`src/rtl/ktaf_pkg.sv`:
```
// Shared types, constants and helpers for the two-state tilt Kalman filter.
// Used by the controller, the datapath and the top level.
`default_nettype none
package ktaf_pkg;

  localparam int DataWidthDef = 32;
  localparam int FracBitsDef  = 16;
  localparam int CfgBits      = 24;
  localparam int IdxBits      = 2;

  localparam logic [IdxBits-1:0] RegQAngle = 2'd0;
  localparam logic [IdxBits-1:0] RegQBias  = 2'd1;
  localparam logic [IdxBits-1:0] RegR      = 2'd2;
  localparam logic [IdxBits-1:0] RegDt     = 2'd3;

  localparam logic [CfgBits-1:0] QAngleRst = 24'd16777;
  localparam logic [CfgBits-1:0] QBiasRst  = 24'd50332;
  localparam logic [CfgBits-1:0] RRst      = 24'd8388608;
  localparam logic [CfgBits-1:0] DtRst     = 24'd335544;

  // Sequencer steps; each step but idle and output issues one operation to the datapath.
  typedef enum logic [4:0] {
    ST_IDLE,
    ST_PRED_A, ST_PRED_P00A, ST_PRED_P00B, ST_PRED_P01, ST_PRED_P11,
    ST_PRED_FIN,
    ST_DIV_P00, ST_DIV_P01, ST_DIV_P10, ST_DIV_P11, ST_DIV_ANG, ST_DIV_BIAS,
    ST_FIN,
    ST_OUT
  } ktaf_state_e;

  // Datapath operations.
  typedef enum logic [3:0] {
    OP_NONE,
    OP_PRED_A, OP_PRED_P00A, OP_PRED_P00B, OP_PRED_P01, OP_PRED_P11,
    OP_PRED_FIN,
    OP_DIV_P00, OP_DIV_P01, OP_DIV_P10, OP_DIV_P11, OP_DIV_ANG, OP_DIV_BIAS,
    OP_FIN
  } ktaf_op_e;

  typedef struct packed {
    logic     start;
    ktaf_op_e op;
  } ktaf_cmd_t;

  typedef struct packed {
    logic busy;
    logic e_pos;
  } ktaf_sts_t;

endpackage
`default_nettype wire

```
`src/rtl/ktaf_ctrl.sv`:
```
// Sequencer for the tilt filter: steps through predict and correct operations.
// Depends on ktaf_pkg.
`default_nettype none
module ktaf_ctrl
  import ktaf_pkg::*;
(
  input  logic      clk_i,
  input  logic      rst_ni,
  input  logic      in_fire_i,
  input  logic      out_free_i,
  input  ktaf_sts_t sts_i,
  output ktaf_cmd_t cmd_o,
  output logic      idle_o,
  output logic      out_load_o
);

  ktaf_state_e state_q, state_d;
  logic        issued_q, issued_d;

  // Next state: issue once per step, advance when the unit is done.
  always_comb begin
    state_d  = state_q;
    issued_d = issued_q;
    case (state_q)
      ST_IDLE: begin
        if (in_fire_i) begin
          state_d  = ST_PRED_A;
          issued_d = 1'b0;
        end
      end
      ST_OUT: begin
        if (out_free_i) state_d = ST_IDLE;
      end
      default: begin
        if (!issued_q) begin
          issued_d = 1'b1;
        end else if (!sts_i.busy) begin
          issued_d = 1'b0;
          case (state_q)
            ST_PRED_A:    state_d = ST_PRED_P00A;
            ST_PRED_P00A: state_d = ST_PRED_P00B;
            ST_PRED_P00B: state_d = ST_PRED_P01;
            ST_PRED_P01:  state_d = ST_PRED_P11;
            ST_PRED_P11:  state_d = ST_PRED_FIN;
            ST_PRED_FIN:  state_d = sts_i.e_pos ? ST_DIV_P00 : ST_FIN;
            ST_DIV_P00:   state_d = ST_DIV_P01;
            ST_DIV_P01:   state_d = ST_DIV_P10;
            ST_DIV_P10:   state_d = ST_DIV_P11;
            ST_DIV_P11:   state_d = ST_DIV_ANG;
            ST_DIV_ANG:   state_d = ST_DIV_BIAS;
            ST_DIV_BIAS:  state_d = ST_FIN;
            default:      state_d = ST_OUT;
          endcase
        end
      end
    endcase
  end

  // Outputs: one start pulse per step with its operation code.
  always_comb begin
    cmd_o.start = 1'b0;
    cmd_o.op    = OP_NONE;
    case (state_q)
      ST_PRED_A:    cmd_o.op = OP_PRED_A;
      ST_PRED_P00A: cmd_o.op = OP_PRED_P00A;
      ST_PRED_P00B: cmd_o.op = OP_PRED_P00B;
      ST_PRED_P01:  cmd_o.op = OP_PRED_P01;
      ST_PRED_P11:  cmd_o.op = OP_PRED_P11;
      ST_PRED_FIN:  cmd_o.op = OP_PRED_FIN;
      ST_DIV_P00:   cmd_o.op = OP_DIV_P00;
      ST_DIV_P01:   cmd_o.op = OP_DIV_P01;
      ST_DIV_P10:   cmd_o.op = OP_DIV_P10;
      ST_DIV_P11:   cmd_o.op = OP_DIV_P11;
      ST_DIV_ANG:   cmd_o.op = OP_DIV_ANG;
      ST_DIV_BIAS:  cmd_o.op = OP_DIV_BIAS;
      ST_FIN:       cmd_o.op = OP_FIN;
      default:      cmd_o.op = OP_NONE;
    endcase
    if (cmd_o.op != OP_NONE) cmd_o.start = !issued_q;
    idle_o     = (state_q == ST_IDLE);
    out_load_o = (state_q == ST_OUT) && out_free_i;
  end

  always_ff @(posedge clk_i or negedge rst_ni) begin
    if (!rst_ni) begin
      state_q  <= ST_IDLE;
      issued_q <= 1'b0;
    end else begin
      state_q  <= state_d;
      issued_q <= issued_d;
    end
  end

`ifndef SYNTHESIS
  a_start_not_idle: assert property (@(posedge clk_i) disable iff (!rst_ni)
    cmd_o.start |-> !idle_o) else $error("start issued while idle");
  a_start_once: assert property (@(posedge clk_i) disable iff (!rst_ni)
    cmd_o.start |=> !cmd_o.start) else $error("double start");
  a_enter: assert property (@(posedge clk_i) disable iff (!rst_ni)
    (idle_o && in_fire_i) |=> (state_q == ST_PRED_A)) else $error("bad entry");
`endif

endmodule
`default_nettype wire

```
`config.mk`:
```
export PLATFORM = sky130hd
export DESIGN_NAME = ktaf_ctrl
export DESIGN_NICKNAME = d
export VERILOG_FILES = /design/src/rtl/ktaf_pkg.sv /design/src/rtl/ktaf_ctrl.sv
export SDC_FILE = /design/constraint.sdc
export NUM_CORES = 1
export LEC_CHECK = 0
export BUFFER_PORTS_ARGS = -buffer_cell sky130_fd_sc_hd__clkbuf_2
export CORE_AREA = 2 2 39 41
export DETAILED_ROUTE_END_ITERATION = 6
export DIE_AREA = 0 0 41 43
export MAX_ROUTING_LAYER = met4
export PLACE_DENSITY = 0.52
export REMOVE_ABC_BUFFERS = 1
export SETUP_SLACK_MARGIN = 0.15
export SLEW_MARGIN = 20
export SYNTH_ARGS = -nofsm -noshare
export SYNTH_HDL_FRONTEND = slang
export SYNTH_SLANG_ARGS = --single-unit
```
`constraint.sdc`:
```
create_clock -name clk_i -period 1.8 [get_ports clk_i]
set_input_delay 0.36 -clock clk_i [delete_from_list [all_inputs] [get_ports clk_i]]
set_output_delay 0.36 -clock clk_i [all_outputs]
set_load 0.05 [all_outputs]
```
==> impl_results.md, run 1 <==
- Vias in the first global route: 380
- Slowest cell on the critical path: dfrtp_2
- CTS Root Cell: clkbuf_4
- Vias per cell: 5.16
- Max Clock Skew: 0.00308 ns
- Util after Layout: 0.452
- Largest net degree at the start of global routing: 10
- Die H: 43 um
- Worst path top cell family by delay: simple AND/OR/NAND/NOR gates
- Async S/R FF share, synth: 1.00
- CTS Buffer Depth: 2
- Final HPWL DP: 711 um
- # setup viols final: 0
- First-pass GRT wire length: 1.59 mm
- Post-Synth Simple-Gate Area: 0.253
- Post-synth EDFFs: 0
- Main combinational cell family by area after synthesis: compound AO/OA/AOI/OAI gates
- Width of the die: 41 um
- Post-synthesis compound-gate area fraction: 0.312
- Vias: 454
- Mux contribution to synthesized area: 0.0292
- CTS Buf Count: 3
- CTS H-tree depth: 1
- Synth Flop Type: dfrtp_1
- Sequential share of the synthesized area: 0.325
- # Max-Cap Violations: 0
- Unrepaired setup endpoints after global routing: yes
- Starting Density: 0.278
- Routed wire per std cell: 11.9 um
- Clk pin slew, worst setup/hold paths: 0.04 ns
- Gate Count Post-Synth: 49
- I/O Buffers: 12
- Drt total wl: 1.05 mm
- Full die area: 1760 um2
- Crit path required time: 1.44 ns
- Layout cells sized above 1: 0.458
- Yosys warnings: 0
- VDD IR max: 693 uV
- #FFs+latches synth: 5
- Fin. max-slew vios: 0
- Yosys top cell by area: dfrtp_1
- Core ar.: 1380 um2
- CTS tree: yes
- Initial antenna violation count: 0
- Clk Latency, worst-skew pair: 0.24 ns
- Commonest cells post-synth: 5 x dfrtp_1, 5 x nand2_1, 4 x a21oi_1, 4 x buf_2, 4 x nor2_1
- Top cells by area, synth: dfrtp_1 32%, a21oi_1 5.2%, buf_2 5.2%, nand2_1 4.9%, nor2_1 3.9%
- Final routed DRC violation total: 0
- GRT Residual Overflow: 0
- Post-Synth XOR/XNOR Area: 0
- Maximum fanout along the worst path: 4
- GRT Util Overall: 0.144
- Synth Cell Area: 385 um2
- Final period util: 0.980
- Hold Path Class: in -> reg
- NumNets Final: 79
- Diodes inserted: 0
- Gp weighted congestion: 0.772
- Yosys cell types: 27
- CP Capture Type: output pin
- CP Data Arrival Time: 1.40 ns
- Critical path type: reg -> out
- IO Count: 13
- Worst Path Buf+Inv: 1
- Post-route setup TNS: 0 ns
- CP Cell Sequence: or3_4 -> nor2_4 -> nor3b_1 -> buf_4
- Pwr dens: 2060 nW/um2
- Std-Cell Rows: 14
- Detailed Routing Iterations Pass 1: 2
- Min Clock Period, post-route: 1.76 ns
- Startpoint types: register
- CTS sink cnt: 5
- Final hold viol count: 0
- Adder-cell share of the synthesized area: 0
- Outcome: finished clean
- CP max stage delay: 0.43 ns
- Leak: 0.276 nW
- Worst-margin pin slew: 0.287 ns
- 1st-iter DRT viols: 2
- Routed Antenna Nets: 0
- Fmax: 0.567 GHz
- Area share of the largest cell type after synthesis: 0.325
- Layout area overhead: 62.3%
- Rel. slew slack: 0.809
- Avg Inst Size Synth: 7.86 um2
## where the power goes
group / leakage, nW / switching (W) / internal [W] / total (W)
Sequential: 0.0607 / 0.0000766 / 0.000164 / 0.000241
Clock: 0.0150 / 0.0000455 / 0.0000838 / 0.000129
Combinational: 0.201 / 0.000517 / 0.000401 / 0.000918
Total: 0.276 / 0.000639 / 0.000649 / 0.00129
## placed cells by master, fill, tap and decap left out, drive strengths merged, types with 2 or more instances in the layout
cell type / instances
nand2: 5
o21ai: 4
nor2: 4
buf: 16
and2: 2
clkbuf: 11
a21boi: 2
nor3b: 2
a21oi: 4
nand3: 2
dfrtp: 5
## final timing paths
path                                         from                endpoint  slack, ns  cells after the start
max in group asynchronous                  rst_ni  state_q[3]$_DFFE_PN0P_       1.17                      2
hold reg to reg              issued_q$_DFFE_PN0P_    issued_q$_DFFE_PN0P_       0.54                      2
setup reg to reg           state_q[3]$_DFFE_PN0P_  state_q[1]$_DFFE_PN0P_       0.34                      5
setup / recovery           state_q[3]$_DFFE_PN0P_                cmd_o[4]       0.04                      4
min in group asynchronous                  rst_ni    issued_q$_DFFE_PN0P_       0.47                      2
hold / removal                         out_free_i  state_q[1]$_DFFE_PN0P_       0.37                      2
## registers in the layout, summed over array words and instances, names as in the netlist
register,count
issued_q,1
state_q,4
## per-stage QoR
stage	power (W)	cells	area, um2	worst slack (ns)	hold WS (ns)
final	0.00129	88	626	0.0359	0.366
after global routing	0.00138	88	626	-0.0243	0.371
after CTS	0.00121	88	587	0.0276	0.360
after detailed placement	0.000949	78	483	0.165	0.185
after global placement	0.000954	78	483	0.160	0.186
after floorplan	0.000734	44	358	-0.690	0.0644
## layer usage
metal,global-route usage,share of wire,vias to the layer above
met2,0.203,0.55,9
met1,0.165,0.42,218
li1,-,-,227
met4,0.120,0,0
met3,0.0314,0.030,0
met5,-,0,-
## final cells by class
cell class                      instances  area, um2
Fill cell                             148        758
Inverter                                1       3.75
Sequential cell                         5        126
Clock buffer                            4       26.3
Tap cell                               16       20.0
Multi-Input combinational cell         38        256
Timing Repair Buffer                   24        193
## kinds of logic after synthesis
logic type,Yosys count
buffers and inverters,6
flip-flops,5
AND/OR/NAND/NOR,19
AO/OA/AOI/OAI,18
multiplexers,1
## worst register-to-register path: cells and delay by family, from the launching register on
family / cells / cell delay (ns)
AND/OR/NAND/NOR: 1 / 0.40
buffers and inverters: 1 / 0.15
AO/OA/AOI/OAI: 3 / 0.35
flip-flops: 1 / 0.43
## what timing repair did
action,4_1_cts,5_1_grt
resized for setup,9,20
cloned,0,0
endpoints found under the setup margin,5,7
hold buffers,1,0
endpoints found under the hold margin,5,0
pin swaps,1,2
setup buffers,5,0
Power figures use the tool's default switching activity.
==> inputs of run 2 (changes only) <==
--- a/config.mk
+++ b/config.mk
@@ -5,12 +5,13 @@
 export SDC_FILE = /design/constraint.sdc
 export NUM_CORES = 1
 export LEC_CHECK = 0
+export ABC_AREA = 1
 export BUFFER_PORTS_ARGS = -buffer_cell sky130_fd_sc_hd__clkbuf_2
 export CORE_AREA = 2 2 39 41
 export DETAILED_ROUTE_END_ITERATION = 6
 export DIE_AREA = 0 0 41 43
 export MAX_ROUTING_LAYER = met4
-export PLACE_DENSITY = 0.52
+export PLACE_DENSITY = 0.58
 export REMOVE_ABC_BUFFERS = 1
 export SETUP_SLACK_MARGIN = 0.15
 export SLEW_MARGIN = 20
==> run 2 against run 1 <==
  * Synthesized cell count increased by 53%
  * Highest routed layer unchanged
  * Largest power group unchanged
  * Clock skew shrank 0.0027 ns
  * Hold slack better by 0.11 ns
  * Critical path type unchanged
  * Utilization increased by 4.7 points
  * Routed wire length rose by 15%
  * Combinational power is 14% higher
  * Clock power is essentially flat
  * Sequential share of layout area down 1.4 points
  * Total power rose by 11%
==> impl_results.md, run 2 <==
- Yosys cell types: 16 (-41%)
- Synth Cell Area: 462 um2 (+20%)
- Diodes inserted: 0 (unchanged)
- CTS H-tree depth: 1 (unchanged)
- VDD IR max: 701 uV (+1.2%)
- First-pass GRT wire length: 1.77 mm (+11%)
- GRT Residual Overflow: 0 (unchanged)
- CTS sink cnt: 5 (unchanged)
- Routed wire per std cell: 10.5 um (-12%)
- Yosys top cell by area: dfrtp_1
- Synth Flop Type: dfrtp_1
- Reg2reg path depth: 8 (+3)
- Core ar.: 1380 um2 (unchanged)
- Gate Count Post-Synth: 75 (+53%)
- Routed Antenna Nets: 0 (unchanged)
- # setup viols final: 0 (unchanged)
- CP Data Arrival Time: 1.26 ns (-0.14 ns)
- Worst-margin pin slew: 0.280 ns (-0.00658 ns)
- IO Count: 13 (unchanged)
- Vias: 526 (+16%)
- Avg Inst Size Synth: 6.16 um2 (-22%)
- Die H: 43 um (unchanged)
- Area share of the largest cell type after synthesis: 0.271 (-0.0537)
- Final HPWL DP: 846 um (+19%)
- NumNets Final: 106 (+34%)
- Gp weighted congestion: 0.770 (-0.14%)
- 1st-iter DRT viols: 6 (+4)
- Crit path required time: 1.44 ns (about the same)
- Initial antenna violation count: 0 (unchanged)
- Vias per cell: 4.57 (-11%)
- Clk pin slew, worst setup/hold paths: 0.04 ns (about the same)
- Commonest cells post-synth: 30 x nand2_1, 8 x nor2_1, 7 x inv_1, 7 x nand3_1, 5 x dfrtp_1
- # Max-Cap Violations: 0 (unchanged)
- Leading cell types in the layout, fill and taps excluded: 27 x nand2_1, 7 x nand3_1, 7 x clkbuf_2, 7 x buf_4, 6 x nor2_1
- CTS Buf Count: 3 (unchanged)
- Fin. max-slew vios: 0 (unchanged)
- Layout area overhead: 49.6%
- Outcome: finished clean
- Biggest register: state_q
- Largest net degree at the start of global routing: 8 (-2)
- Width of the die: 41 um (unchanged)
- Largest registers: state_q x4, issued_q x1
- Yosys warnings: 0 (unchanged)
- #FFs+latches synth: 5 (unchanged)
- Vias in the first global route: 436 (+15%)
- Leak: 0.397 nW (+44%)
- Async S/R FF share, synth: 1.00 (unchanged)
- CP Capture Type: output pin
- Min Clock Period, post-route: 1.62 ns (-0.143 ns)
- Detailed Routing Iterations Pass 1: 4 (+2)
- Critical path type: reg -> out
- Pwr dens: 2070 nW/um2 (+0.62%)
- Final period util: 0.901 (-0.0794)
- Hold Path Class: in -> async
- CTS Buffer Depth: 2 (unchanged)
- Fmax: 0.617 GHz (+8.8%)
- Setup slack after layout: 0.179 ns (+0.143 ns)
- Clk Latency, worst-skew pair: 0.24 ns (about the same)
- I/O Buffers: 12 (unchanged)
- GRT Util Overall: 0.154 (+0.00991)
- Drt total wl: 1.21 mm (+15%)
- CTS tree: yes
- Layout cells sized above 1: 0.444 (-0.0139)
- Starting Density: 0.334 (+0.0552)
- Final hold viol count: 0 (unchanged)
- Most common cell after layout, fill and taps aside: nand2_1
- Sequential share of the synthesized area: 0.271 (-0.0537)
- CTS Root Cell: clkbuf_4
- Full die area: 1760 um2 (unchanged)
- Unrepaired setup endpoints after global routing: yes
- Place WS: 0.187 ns (+0.0214 ns)
- Final routed DRC violation total: 0 (unchanged)
- Rel. slew slack: 0.814 (+0.00518)
- Util after Layout: 0.499 (+0.0470)
- Startpoint types: register
- Maximum fanout along the worst path: 7 (+3)
- Top cells by area, synth: dfrtp_1 27%, nand2_1 24%, nand3_1 7.6%, nor2_1 6.5%, inv_1 5.7%
- Std-Cell Rows: 14 (unchanged)
- Post-synth EDFFs: 0 (unchanged)
- Max Clock Skew: 0.000431 ns (-0.00265 ns)
- Worst hold slack: 0.475 ns (+0.109 ns)
- Most common cell in the synthesized netlist: nand2_1
- Max reg flops: 4 (unchanged)
-- run 2: final timing paths --
check	start	to	slack (ns)
max in group asynchronous	rst_ni	state_q[0]$_DFFE_PN0P_	1.18
worst max-delay path	state_q[3]$_DFFE_PN0P_	cmd_o[4]	0.18
worst min register to register	issued_q$_DFFE_PN0P_	issued_q$_DFFE_PN0P_	0.53
worst min-delay path	rst_ni	state_q[1]$_DFFE_PN0P_	0.47
worst max register to register	state_q[0]$_DFFE_PN0P_	state_q[1]$_DFFE_PN0P_	0.42
min in group clk_i	sts_i[0]	state_q[1]$_DFFE_PN0P_	0.50
-- run 2: area by class of cell --
| class | count | area [um2] |
|---|---|---|
| fillers | 131 | 693 |
| multi-input cells | 59 | 318 |
| repair buffers | 20 | 150 |
| flip-flops and latches | 5 | 130 |
| inverters | 11 | 46.3 |
| clock buffers | 4 | 26.3 |
| well taps | 16 | 20.0 |
-- run 2: kinds of logic (layout without fill, tap and decap cells) --
group,after synthesis,after routing,share of synthesized area
AO/OA/AOI/OAI,4,4,0.0461
AND/OR/NAND/NOR,55,55,0.593
buffers and inverters,11,35,0.0894
flip-flops,5,5,0.271
-- run 2: routing by layer --
layer	GRT usage	vias up	wire, um
li1	-	285	-
met1	0.210	234	506
met2	0.209	7	656
met3	0.0314	0	45
met4	0.0800	0	0
met5	-	-	0
-- run 2: stage by stage --
step	cell area, um2	setup TNS, ns	total power, W	std cells
floorplan	462	-0.0624	0.000921	75
global placement	549	0	0.00112	104
detailed placement	549	0	0.00111	104
CTS	627	0	0.00132	111
global route	691	0	0.00154	115
finish	691	0	0.00143	115
-- run 2: what timing repair did --
action | CTS | global route
endpoints found under the hold margin | 5 | 0
hold buffers | 1 | 0
gates resized for setup | 9 | 17
pin swaps | 0 | 4
setup buffers | 2 | 4
setup endpoints to repair | 5 | 6
-- run 2: worst max-delay path, stage by stage (launching register included) --
cell,delay (ns)
dfrtp_2,0.45
inv_2,0.10
nand2_2,0.08
a31oi_1,0.19
clkbuf_8,0.21
-- run 2: where the power goes --
part           switching (W)  internal [W]  leakage (nW)
sequential         0.0000801      0.000171        0.0572
clock              0.0000459     0.0000838        0.0150
combinational       0.000679      0.000371         0.325
